[config.mk]
export PLATFORM = sky130hd
export DESIGN_NAME = continued_fraction_rational_approx_unit
export DESIGN_NICKNAME = d
export VERILOG_FILES = /design/src/rtl/cfra_pkg.sv /design/src/rtl/cfra_ctrl.sv /design/src/rtl/cfra_datapath.sv /design/src/rtl/continued_fraction_rational_approx_unit.sv
export SDC_FILE = /design/constraint.sdc
export NUM_CORES = 2
export LEC_CHECK = 0
export BUFFER_PORTS_ARGS = -buffer_cell sky130_fd_sc_hd__buf_2
export CAP_MARGIN = 20
export CORE_MARGIN = 2
export CORE_UTILIZATION = 50
export DETAILED_ROUTE_END_ITERATION = 7
export PLACE_DENSITY = 0.7
export SLEW_MARGIN = 10
export SYNTH_ARGS = -nofsm -noshare
export SYNTH_HDL_FRONTEND = slang
export SYNTH_SLANG_ARGS = --single-unit
[constraint.sdc]
create_clock -name clk -period 19.3 [get_ports clk]
set_input_delay 3.86 -clock clk [delete_from_list [all_inputs] [get_ports clk]]
set_output_delay 3.86 -clock clk [all_outputs]
set_load 0.1 [all_outputs]
[src/rtl/cfra_pkg.sv]
package cfra_pkg;

  localparam int FRAC_BITS_DEF = 32;
  localparam int TERM_BITS     = 31;
  localparam logic [TERM_BITS-1:0] TERM_LIMIT = 31'h7FFF_FFFF;

  typedef enum logic [1:0] {
    ST_OK       = 2'd0,
    ST_OVERFLOW = 2'd1,
    ST_ITER     = 2'd2
  } status_code_t;

  typedef enum logic [0:0] {
    REG_EPSILON  = 1'b0,
    REG_MAX_ITER = 1'b1
  } reg_index_t;

  typedef enum logic [3:0] {
    OP_NONE,
    OP_LOAD,
    OP_DIV_INIT,
    OP_DIV_STEP,
    OP_MUL1_INIT,
    OP_MUL1_STEP,
    OP_MUL2_INIT,
    OP_MUL2_STEP,
    OP_ADVANCE,
    OP_OUT
  } op_t;

  typedef enum logic [1:0] {
    FIN_OVF,
    FIN_NEAR,
    FIN_CUR,
    FIN_EVAL
  } fin_t;

  typedef enum logic [3:0] {
    S_IDLE,
    S_CHECK,
    S_TOP,
    S_DIV,
    S_M1I,
    S_M1,
    S_CHK1,
    S_M2,
    S_EVAL,
    S_DONE
  } state_t;

  typedef struct packed {
    op_t  op;
    fin_t fin;
  } cmd_t;

  typedef struct packed {
    logic big;
    logic near;
    logic y_zero;
    logic ovf;
    logic keep;
    logic out_busy;
  } dp_status_t;

endpackage

[src/rtl/cfra_ctrl.sv]
module cfra_ctrl
  import cfra_pkg::*;
#(
  parameter int FRAC_BITS = FRAC_BITS_DEF
) (
  input  logic       clk,
  input  logic       rst_n,
  input  logic       in_tvalid,
  output logic       in_tready,
  input  dp_status_t sts,
  output cmd_t       cmd
);

  localparam int W     = FRAC_BITS + 1;
  localparam int CNT_W = $clog2(FRAC_BITS + 1) + 1;

  state_t           state_r, state_nxt;
  logic [CNT_W-1:0] cnt_r, cnt_nxt;
  fin_t             fin_r, fin_nxt;

  always_ff @(posedge clk) begin
    if (!rst_n) begin
      state_r <= S_IDLE;
      cnt_r   <= '0;
      fin_r   <= FIN_OVF;
    end else begin
      state_r <= state_nxt;
      cnt_r   <= cnt_nxt;
      fin_r   <= fin_nxt;
    end
  end

  always_comb begin
    state_nxt = state_r;
    cnt_nxt   = cnt_r;
    fin_nxt   = fin_r;
    cmd.op    = OP_NONE;
    cmd.fin   = fin_r;
    in_tready = 1'b0;
    unique case (state_r)
      S_IDLE: begin
        in_tready = 1'b1;
        if (in_tvalid) begin
          cmd.op    = OP_LOAD;
          state_nxt = S_CHECK;
        end
      end
      S_CHECK: begin
        if (sts.big) begin
          fin_nxt   = FIN_OVF;
          state_nxt = S_DONE;
        end else if (sts.near) begin
          fin_nxt   = FIN_NEAR;
          state_nxt = S_DONE;
        end else begin
          state_nxt = S_TOP;
        end
      end
      S_TOP: begin
        if (sts.y_zero) begin
          fin_nxt   = FIN_CUR;
          state_nxt = S_DONE;
        end else begin
          cmd.op    = OP_DIV_INIT;
          cnt_nxt   = CNT_W'(W - 1);
          state_nxt = S_DIV;
        end
      end
      S_DIV: begin
        cmd.op  = OP_DIV_STEP;
        cnt_nxt = cnt_r - 1'b1;
        if (cnt_r == '0) state_nxt = S_M1I;
      end
      S_M1I: begin
        cmd.op    = OP_MUL1_INIT;
        cnt_nxt   = CNT_W'(W - 1);
        state_nxt = S_M1;
      end
      S_M1: begin
        cmd.op  = OP_MUL1_STEP;
        cnt_nxt = cnt_r - 1'b1;
        if (cnt_r == '0) state_nxt = S_CHK1;
      end
      S_CHK1: begin
        if (sts.ovf) begin
          fin_nxt   = FIN_OVF;
          state_nxt = S_DONE;
        end else begin
          cmd.op    = OP_MUL2_INIT;
          cnt_nxt   = CNT_W'(TERM_BITS - 1);
          state_nxt = S_M2;
        end
      end
      S_M2: begin
        cmd.op  = OP_MUL2_STEP;
        cnt_nxt = cnt_r - 1'b1;
        if (cnt_r == '0) state_nxt = S_EVAL;
      end
      S_EVAL: begin
        if (sts.keep) begin
          cmd.op    = OP_ADVANCE;
          state_nxt = S_TOP;
        end else begin
          fin_nxt   = FIN_EVAL;
          state_nxt = S_DONE;
        end
      end
      S_DONE: begin
        if (!sts.out_busy) begin
          cmd.op    = OP_OUT;
          state_nxt = S_IDLE;
        end
      end
      default: state_nxt = S_IDLE;
    endcase
  end

endmodule

[src/rtl/cfra_datapath.sv]
module cfra_datapath
  import cfra_pkg::*;
#(
  parameter int FRAC_BITS = FRAC_BITS_DEF
) (
  input  logic        clk,
  input  logic        rst_n,
  input  logic [63:0] in_tdata,
  input  logic        cfg_we,
  input  logic        cfg_index,
  input  logic [31:0] cfg_wdata,
  input  cmd_t        cmd,
  output dp_status_t  sts,
  output logic        out_tvalid,
  input  logic        out_tready,
  output logic [71:0] out_tdata
);

  localparam int W  = FRAC_BITS + 1;
  localparam int SH = 32 - FRAC_BITS;
  localparam int TB = TERM_BITS;

  logic [31:0]   eps_r;
  logic [6:0]    maxit_r;
  logic          out_valid_r;
  logic [31:0]   out_num_r;
  logic [TB-1:0] out_den_r;
  logic [1:0]    out_st_r;

  logic          neg_r;
  logic [63:0]   mag_r;
  logic [W-1:0]  x_r, y_r, rem_r, dvd_r, a_sh_r;
  logic [TB-1:0] p0_r, p1_r, q0_r, q1_r, f0_r, f1_r, q_sh_r;
  logic [63:0]   acc_p_r, acc_q_r, acc_f_r, m_p_r, m_q_r, m_f_r;
  logic [63:0]   rhs_r, epq_r, mf_r, me_r;
  logic [6:0]    n_r;

  logic [63:0]          mag_in, a0_in, lhs, diff, sdiff;
  logic [FRAC_BITS-1:0] frac_c;
  logic [W:0]           tr, sub;
  logic                 ge, far;
  logic [TB-1:0]        rn, rd;
  logic [1:0]           st;

  assign mag_in = in_tdata[63] ? (64'd0 - in_tdata) : in_tdata;
  assign a0_in  = mag_in >> FRAC_BITS;
  assign frac_c = mag_r[FRAC_BITS-1:0];

  assign tr  = {rem_r, dvd_r[W-1]};
  assign ge  = tr >= {1'b0, y_r};
  assign sub = tr - {1'b0, y_r};

  assign lhs   = acc_f_r << FRAC_BITS;
  assign diff  = (lhs > rhs_r) ? (lhs - rhs_r) : (rhs_r - lhs);
  assign sdiff = diff << SH;
  assign far   = sdiff > epq_r;

  assign sts.big      = (mag_r >> FRAC_BITS) > 64'(TERM_LIMIT);
  assign sts.near     = ((32'(frac_c)) << SH) < eps_r;
  assign sts.y_zero   = (y_r == '0);
  assign sts.ovf      = (acc_p_r > 64'(TERM_LIMIT)) || (acc_q_r > 64'(TERM_LIMIT));
  assign sts.keep     = (n_r < maxit_r) && far && (acc_q_r < 64'(TERM_LIMIT));
  assign sts.out_busy = out_valid_r && !out_tready;

  always_comb begin
    rn = '0;
    rd = '0;
    st = ST_OK;
    unique case (cmd.fin)
      FIN_OVF:  st = ST_OVERFLOW;
      FIN_NEAR: begin
        rn = mag_r[FRAC_BITS +: TB];
        rd = TB'(1);
      end
      FIN_CUR: begin
        rn = p1_r;
        rd = q1_r;
      end
      FIN_EVAL: begin
        if (n_r >= maxit_r) begin
          st = ST_ITER;
        end else if (acc_q_r < 64'(TERM_LIMIT)) begin
          rn = acc_p_r[TB-1:0];
          rd = acc_q_r[TB-1:0];
        end else begin
          rn = p1_r;
          rd = q1_r;
        end
      end
      default: st = ST_OVERFLOW;
    endcase
  end

  always_ff @(posedge clk) begin
    if (!rst_n) begin
      eps_r       <= 32'd4295;
      maxit_r     <= 7'd32;
      out_valid_r <= 1'b0;
    end else begin
      if (cfg_we) begin
        unique case (cfg_index)
          REG_EPSILON:  eps_r   <= cfg_wdata;
          REG_MAX_ITER: maxit_r <= cfg_wdata[6:0];
          default: ;
        endcase
      end
      if (cmd.op == OP_OUT) out_valid_r <= 1'b1;
      else if (out_tready)  out_valid_r <= 1'b0;
    end
  end

  always_ff @(posedge clk) begin
    unique case (cmd.op)
      OP_LOAD: begin
        neg_r <= in_tdata[63];
        mag_r <= mag_in;
        x_r   <= W'(1) << FRAC_BITS;
        y_r   <= W'(mag_in[FRAC_BITS-1:0]);
        p0_r  <= TB'(1);
        q0_r  <= '0;
        f0_r  <= TB'(1);
        p1_r  <= a0_in[TB-1:0];
        q1_r  <= TB'(1);
        f1_r  <= '0;
        n_r   <= '0;
      end
      OP_DIV_INIT: begin
        rem_r <= '0;
        dvd_r <= x_r;
        n_r   <= n_r + 1'b1;
      end
      OP_DIV_STEP: begin
        rem_r <= ge ? sub[W-1:0] : tr[W-1:0];
        dvd_r <= {dvd_r[W-2:0], ge};
      end
      OP_MUL1_INIT: begin
        x_r     <= y_r;
        y_r     <= rem_r;
        a_sh_r  <= dvd_r;
        acc_p_r <= 64'(p0_r);
        acc_q_r <= 64'(q0_r);
        acc_f_r <= 64'(f0_r);
        m_p_r   <= 64'(p1_r);
        m_q_r   <= 64'(q1_r);
        m_f_r   <= 64'(f1_r);
      end
      OP_MUL1_STEP: begin
        if (a_sh_r[0]) begin
          acc_p_r <= acc_p_r + m_p_r;
          acc_q_r <= acc_q_r + m_q_r;
          acc_f_r <= acc_f_r + m_f_r;
        end
        m_p_r  <= m_p_r << 1;
        m_q_r  <= m_q_r << 1;
        m_f_r  <= m_f_r << 1;
        a_sh_r <= a_sh_r >> 1;
      end
      OP_MUL2_INIT: begin
        q_sh_r <= acc_q_r[TB-1:0];
        rhs_r  <= '0;
        epq_r  <= '0;
        mf_r   <= 64'(frac_c);
        me_r   <= 64'(eps_r);
      end
      OP_MUL2_STEP: begin
        if (q_sh_r[0]) begin
          rhs_r <= rhs_r + mf_r;
          epq_r <= epq_r + me_r;
        end
        mf_r   <= mf_r << 1;
        me_r   <= me_r << 1;
        q_sh_r <= q_sh_r >> 1;
      end
      OP_ADVANCE: begin
        p0_r <= p1_r;
        q0_r <= q1_r;
        f0_r <= f1_r;
        p1_r <= acc_p_r[TB-1:0];
        q1_r <= acc_q_r[TB-1:0];
        f1_r <= acc_f_r[TB-1:0];
      end
      OP_OUT: begin
        out_num_r <= neg_r ? (32'd0 - 32'(rn)) : 32'(rn);
        out_den_r <= rd;
        out_st_r  <= st;
      end
      default: ;
    endcase
  end

  assign out_tvalid = out_valid_r;
  assign out_tdata  = {7'd0, out_st_r, out_den_r, out_num_r};

`ifndef NO_ASSERTIONS
  a_out_free: assert property (@(posedge clk) disable iff (!rst_n)
    (cmd.op == OP_OUT) |-> (!out_valid_r || out_tready))
    else $error("result overwritten before it was taken");
  a_st_code: assert property (@(posedge clk) disable iff (!rst_n)
    out_valid_r |-> (out_st_r != 2'd3))
    else $error("illegal status code");
  a_fail_zero: assert property (@(posedge clk) disable iff (!rst_n)
    (out_valid_r && (out_st_r != ST_OK)) |-> ((out_num_r == '0) && (out_den_r == '0)))
    else $error("failed request with nonzero result");
  a_ok_den: assert property (@(posedge clk) disable iff (!rst_n)
    (out_valid_r && (out_st_r == ST_OK)) |-> (out_den_r != '0))
    else $error("zero denominator on success");
`endif

endmodule

[src/rtl/continued_fraction_rational_approx_unit.sv]
// Channel   Dir  Handshake          Payload
// in_*      in   tvalid/tready      tdata[63:0]: value
// out_*     out  tvalid/tready      tdata[71:0]: numerator, denominator, status
// cfg_*     in   we                 index selects register, wdata[31:0]
// Each continued-fraction term of a request runs through a bit-serial divider and
// two bit-serial multipliers.
// Reset is synchronous and active low and restores the register defaults.
// A new request is taken while a finished result still waits on the output.
// A stalled output keeps the next result waiting in the done state until the register frees.
module continued_fraction_rational_approx_unit
  import cfra_pkg::*;
#(
  parameter int FRAC_BITS = FRAC_BITS_DEF
) (
  input  logic        clk,
  input  logic        rst_n,
  input  logic        in_tvalid,
  output logic        in_tready,
  input  logic [63:0] in_tdata,   // value[63:0]
  output logic        out_tvalid,
  input  logic        out_tready,
  output logic [71:0] out_tdata,  // numerator[31:0], denominator[62:32], status[64:63]
  input  logic        cfg_we,
  input  logic        cfg_index,
  input  logic [31:0] cfg_wdata
);

  cmd_t       cmd;
  dp_status_t sts;

  cfra_ctrl #(.FRAC_BITS(FRAC_BITS)) u_ctrl (
    .clk       (clk),
    .rst_n     (rst_n),
    .in_tvalid (in_tvalid),
    .in_tready (in_tready),
    .sts       (sts),
    .cmd       (cmd)
  );

  cfra_datapath #(.FRAC_BITS(FRAC_BITS)) u_dp (
    .clk        (clk),
    .rst_n      (rst_n),
    .in_tdata   (in_tdata),
    .cfg_we     (cfg_we),
    .cfg_index  (cfg_index),
    .cfg_wdata  (cfg_wdata),
    .cmd        (cmd),
    .sts        (sts),
    .out_tvalid (out_tvalid),
    .out_tready (out_tready),
    .out_tdata  (out_tdata)
  );

endmodule
# Word level (Yosys, flattened, before mapping)
# Index checks and enable logic that the tools add are counted.
[op_classes]
n_addsub = 12
order_cmp = 10
n_eq_ne = 34
mux = 69
bitwise_logic = 1
n_reduce_logical = 26
[ops]
columns = ["operator", "n"]
rows = [
  ["64-bit case mux with 2 select lines", 10],
  ["31-bit case mux with 2 select lines", 7],
  ["64-bit 2-to-1 mux", 6],
  ["33-bit case mux with 2 select lines", 5],
  ["64-bit adder", 5],
  ["31-bit case mux with 3 select lines", 2],
  ["31-bit 2-to-1 mux", 5],
  ["64-bit by 31-bit > comparator with 1-bit output, second input constant", 2],
  ["64-bit > comparator", 2],
  ["64-bit subtractor", 2],
  ["64-bit by 31-bit < comparator with 1-bit output, second input constant", 1],
  ["1-bit by 64-bit subtractor with 64-bit output, first input constant", 1],
  ["63-bit 2-to-1 mux", 1],
  ["4-bit 2-to-1 mux", 12],
  ["4-bit case mux with 10 select lines", 1],
  ["4-bit case mux with 9 select lines", 1],
  ["34-bit by 33-bit >= comparator with 1-bit output", 1],
  ["33-bit zero test", 1],
  ["33-bit 2-to-1 mux", 1],
  ["33-bit subtractor", 1],
  ["4-bit by 3-bit == test with 1-bit output, second input constant", 8],
  ["32-bit by 31-bit > comparator with 1-bit output, second input constant", 1],
  ["32-bit < comparator", 1],
  ["1-bit by 31-bit subtractor with 32-bit output, first input constant", 1],
  ["other kinds (33)", 74],
]
[totals]
ff_bits = 1212
in_bits = 102
output_inout_bits = 74
wordCells = 188

# Longest topological paths before layout
[logic_depth]
depth_word = 10
mapped_depth = 31
depth_no_buf = 29

# Hierarchy
# A second synthesis with hierarchy kept.
[hier_totals]
cells_unflattened = 7221
area_unflattened_um2 = 70651.5
[modules_own_cells]
columns = ["mod", "instances", "cells_per_inst", "area_per_inst_um2", "seq_area_each_um2"]
rows = [
  ["cfra_datapath", 1, 7085, 69639.3, 33682.3],
  ["cfra_ctrl", 1, 136, 1012.2, 260.2],
]

# Least setup slack after synthesis
# Ideal clock, no wire load.
[synth_path]
kind = "register -> register"
startpoint = "reg u_dp.acc_q_r[60]"
endpoint = "reg u_dp.epq_r[0] (enable)"
arrival_ps = 16453
required_time_ps = 18802
path_slack_ps = 2350
stages_incl_launch_ff = 8
n_path_buf = 0
period_less_slack_ps = 16950
cell_sequence = "edfxtp_1 nor4_1 nand4_1 nor3_2 and3_1 nor2_1 nor3b_1 o21a_1"
[synth_via]
elab_chain_cells = 7
[synth_rtl]
columns = ["item", "line", "rtl"]
rows = [
  ["from (decl)", "cfra_datapath.sv:34", "logic [63:0] acc_p_r, acc_q_r, acc_f_r, m_p_r, m_q_r, m_f_r;"],
  ["from (signal assigned)", "cfra_datapath.sv:141", "acc_q_r <= 64'(q0_r);"],
  ["from (signal assigned)", "cfra_datapath.sv:150", "acc_q_r <= acc_q_r + m_q_r;"],
  ["64-bit by 31-bit > comparator with 1-bit output or 64-bit by 31-bit < comparator with 1-bit output (tied branches)", "cfra_datapath.sv:61, cfra_datapath.sv:62", ""],
  ["1-bit logical OR or 1-bit logical AND (tied branches)", "cfra_datapath.sv:61, cfra_datapath.sv:62", ""],
  ["3-bit 2-to-1 mux or 4-bit 2-to-1 mux (tied branches)", "cfra_ctrl.sv:85, cfra_ctrl.sv:100", ""],
  ["4-bit case mux with 9 select lines (*)", "cfra_ctrl.sv:40", "unique case (state_r)"],
  ["4-bit by 3-bit == test with 1-bit output", "cfra_datapath.sv:113", "unique case (cmd.op)"],
  ["2-bit by 1-bit inequality test with 1-bit output (no source line) or 2-bit nonzero test (tied branches)", "-", ""],
  ["2-bit AND reduction (no source line) (*)", "-", ""],
  ["to (signal assigned)", "cfra_datapath.sv:168", "epq_r <= epq_r + me_r;"],
  ["to (decl)", "cfra_datapath.sv:35", "logic [63:0] rhs_r, epq_r, mf_r, me_r;"],
]
# Mark *: on every way between the ends. The rest lies on a longest branch, timed or not.
# A chain may end at the register's enable or synchronous reset.

# Worst setup path in the final report
[layout_path]
startpoint = "reg u_dp.rhs_r[5]"
endpoint = "reg u_dp.q0_r[8] (enable)"
[layout_via]
elab_chain_cells = 9
[layout_rtl]
columns = ["item", "line", "rtl"]
rows = [
  ["from (decl)", "cfra_datapath.sv:35", ""],
  ["from (signal assigned)", "cfra_datapath.sv:167", "rhs_r <= rhs_r + mf_r;"],
  ["64-bit subtractor or 64-bit > comparator (tied branches)", "cfra_datapath.sv:54", "assign diff = (lhs > rhs_r) ? (lhs - rhs_r) : (rhs_r - lhs);"],
  ["64-bit 2-to-1 mux (*)", "cfra_datapath.sv:54", ""],
  ["64-bit > comparator (*)", "cfra_datapath.sv:56", "assign far = sdiff > epq_r;"],
  ["1-bit logical AND (*) (2 in a row)", "cfra_datapath.sv:62", "assign sts.keep = (n_r < maxit_r) && far && (acc_q_r < 64'(TERM_LIMIT));"],
  ["4-bit 2-to-1 mux (*)", "cfra_ctrl.sv:100", "if (sts.keep) begin"],
  ["4-bit case mux with 9 select lines (*)", "cfra_ctrl.sv:40", ""],
  ["4-bit == test or 4-bit by 1-bit == test with 1-bit output (tied branches)", "cfra_datapath.sv:113", ""],
  ["2-bit nonzero test (no source line) (*)", "-", ""],
  ["to (signal assigned)", "cfra_datapath.sv:176", "q0_r <= q1_r;"],
  ["to (decl)", "cfra_datapath.sv:33", "logic [TB-1:0] p0_r, p1_r, q0_r, q1_r, f0_r, f1_r, q_sh_r;"],
]
# Marks and branches as above.

==> reports/qor.yml <==
place.gp.congestion: 0.9459
clock_latency_ps: 790
drc: 2
cts_buffers: 134
synthDistinctLibCells: 91
synthesis.area_um2: 70090
area_delta_synth_final_pct: 9.830
final_cell_mix: "1159 x nand2_1, 1095 x edfxtp_1, 580 x nor2_1"
grt_pass1_wl_mm: 292.5
die_y_um: 378.4
wl_per_cell_um: 20.54
mostFrequentLayoutCell: "nand2_1"
gr-total-overflow: 0
cts_hold_buf: 0
avgSynthCellArea_um2: 9.894
floorplan.initialDensity_pct: 50.29
critPathCaptureType: "register"
cp-endpoint: "u_dp.q0_r[8]"
placed_area_um2: 72590
final.setup.tns_ps: 0
hp-class: "reg2reg"
final_max_slew_viol_count: 0
postRouteAntennaNets: 0
multi_input_area_um2: 33810
crit_slowest_cell: "nand2_4"
cap_violations: 0
netlist_top_cells_area: "edfxtp_1 47%, ha_1 8.7%, nand2_1 6.2%"
cp_common_cell: "nand4_1"
via_per_inst: 5.890
crit_fanout: 121
ys_seq_elements: 1148
finalCriticalPeriod_ps: 10520
dp_cells: 8872
chipWidth_um: 378.4
p_per_area_nw_per_um2: 84.90
synth_ff_type: "edfxtp_1"
clk_pin_slew_worst_paths_ps: 60
cts_buffer_depth: 3
antenna_found_initial: 11
synth_edf_count: 1095
rsz0062_at_grt: "no"
drtPass1Iterations: 8
r2r_end: "u_dp.q0_r[8]"
pin_count: 176
ys_async_sr_fraction_pct: 0
nets: 7728
drt_wl_total_mm: 187.2
skew_ps: 40.46
slew_headroom_pct: 26.94
synth_seq_area_share_pct: 48.43
reg2reg_from: "u_dp.rhs_r[5]"
criticalPathCategory: "reg2reg"
cts_tree: "built"
core_um2: 139400
synth_cells: 7084
row_count: 137
tightest_slew_ps: 1096
reg2reg_depth: 27
power.leakage_nw: 30.82
drive_gt1_share_pct: 7.392
instances_no_fill: 9116
post_cts_resized: 0
die_area_um2: 143200
period_share_pct: 54.51
yosys.area.top_type: "edfxtp_1"
setup_violations: 0
register_area_um2: 33940
grt_pass1_vias: 52069
violations: "DRC"
cts-htree-levels: 4
peakVddDrop_v: 0.00008702
max_stage_delay_ps: 750
fill_cells: 12238
dp_hpwl_mm: 133.4
required_ps: 19670
ff2ff_setup_slack_ps: 8780
hold_slack_ps: 468.7
utilization_pct: 55.23
routed-via-count: 53689
hold_start: "u_dp.eps_r[13]"
hold_violations: 0
portBuffers: 168
crit_start: "u_dp.rhs_r[5]"
stdcell_area_um2: 76980
grtUsageTotal_pct: 25.82
cts_sinks: 1148
start_kind: "register"
post_cts_buffers: 0
max_freq_ghz: 0.09506
cts_root_buf: "clkbuf_16"
status: "finished with violations"
grt_max_degree: 198
drt_iter0_markers: 4388
yosys_warnings: 0
yosysTopAreaCellShare_pct: 46.92
cp.arrival_ps: 10890
==> worst max-delay path: cells and delay by family (launching register included) <==
kind                     cells  cell delay [ps]
XOR/XNOR                     1               90
flip-flops                   1              460
AND/OR/NAND/NOR             14             5510
adder cells (fa/ha/maj)      1              300
buffers and inverters        5             2030
AO/OA/AOI/OAI                6             1330
==> state kept, by name, indices dropped and copies added, names as in the netlist, 33 cells and up <==
name	cells
u_dp.a_sh_r	33
u_dp.acc_p_r	64
u_dp.acc_q_r	64
u_dp.dvd_r	33
u_dp.epq_r	64
u_dp.m_p_r	64
u_dp.m_q_r	64
u_dp.mag_r	64
u_dp.me_r	64
u_dp.mf_r	64
u_dp.rem_r	33
u_dp.rhs_r	64
u_dp.x_r	33
u_dp.y_r	33
==> power breakdown <==
group / internal (mW) / leakage [nW] / total (mW) / switching, mW
Combinational: 0.314 / 18.3 / 0.948 / 0.634
Sequential: 2.95 / 10.4 / 3.04 / 0.0968
Clock: 1.47 / 2.12 / 2.55 / 1.07
==> per-layer routing <==
metal	up-vias	wire length [um]	part of all wire, %	global-route usage (%)
met5	-	38	0.020	0
met3	337	11070	5.9	3.561
met1	26057	82610	44	35.22
met2	1672	87450	47	42.15
met4	6	6043	3.2	9.021
li1	25617	-	-	-
==> through the flow <==
stage          setup WS, ps  power, mW
6_report               8780      6.536
5_1_grt                8011      6.776
4_1_cts                8926      6.573
3_5_place_dp           9000      4.030
3_3_place_gp           9031      4.010
2_1_floorplan          2350      3.750
==> worst min path at each step <==
stage                                  to  slack, ps  cells past startpoint
final                      u_dp.eps_r[13]        470                      2
after detailed placement   u_dp.eps_r[13]        460                      2
after global placement      u_dp.eps_r[3]        460                      2
after global routing        u_dp.eps_r[3]        490                      2
after floorplan           u_dp.maxit_r[5]        440                      2
after CTS                  u_dp.eps_r[13]        470                      2
==> cell usage after synthesis, types with 107 or more instances <==
cell	n
xnor2_1	268
a21oi_1	412
a21o_1	261
o21ai_0	390
xor2_1	167
clkbuf_1	270
nand3_1	107
and2_1	220
ha_1	486
and3_1	108
inv_1	329
nand2_1	1164
edfxtp_1	1095
nor2_1	586
==> cell families (layout without fill, tap and decap cells) <==
group           Yosys count  count (layout)  share of synthesized area [%]
buf+inv                 642             790                          3.531
xor+xnor                435             435                          5.436
mux                     100             100                          1.523
compound gates         1648            1648                          15.18
simple gates           2617            2617                          17.02
other cells               1               9                       0.005351
flops                  1148            1148                          48.43
fa+ha+maj               493             493                          8.876
==> layout make-up <==
class / instances / share of cell area [%]
Sequential cell: 1148 / 44.10
Tap cell: 1876 / 3.049
Antenna cell: 2 / 0.006502
Clock buffer: 167 / 4.637
Multi-Input combinational cell: 5300 / 43.92
Clock inverter: 74 / 1.035
Inverter: 333 / 1.634
Timing Repair Buffer: 216 / 1.616
No activity file was read; power rests on OpenSTA's default activity.
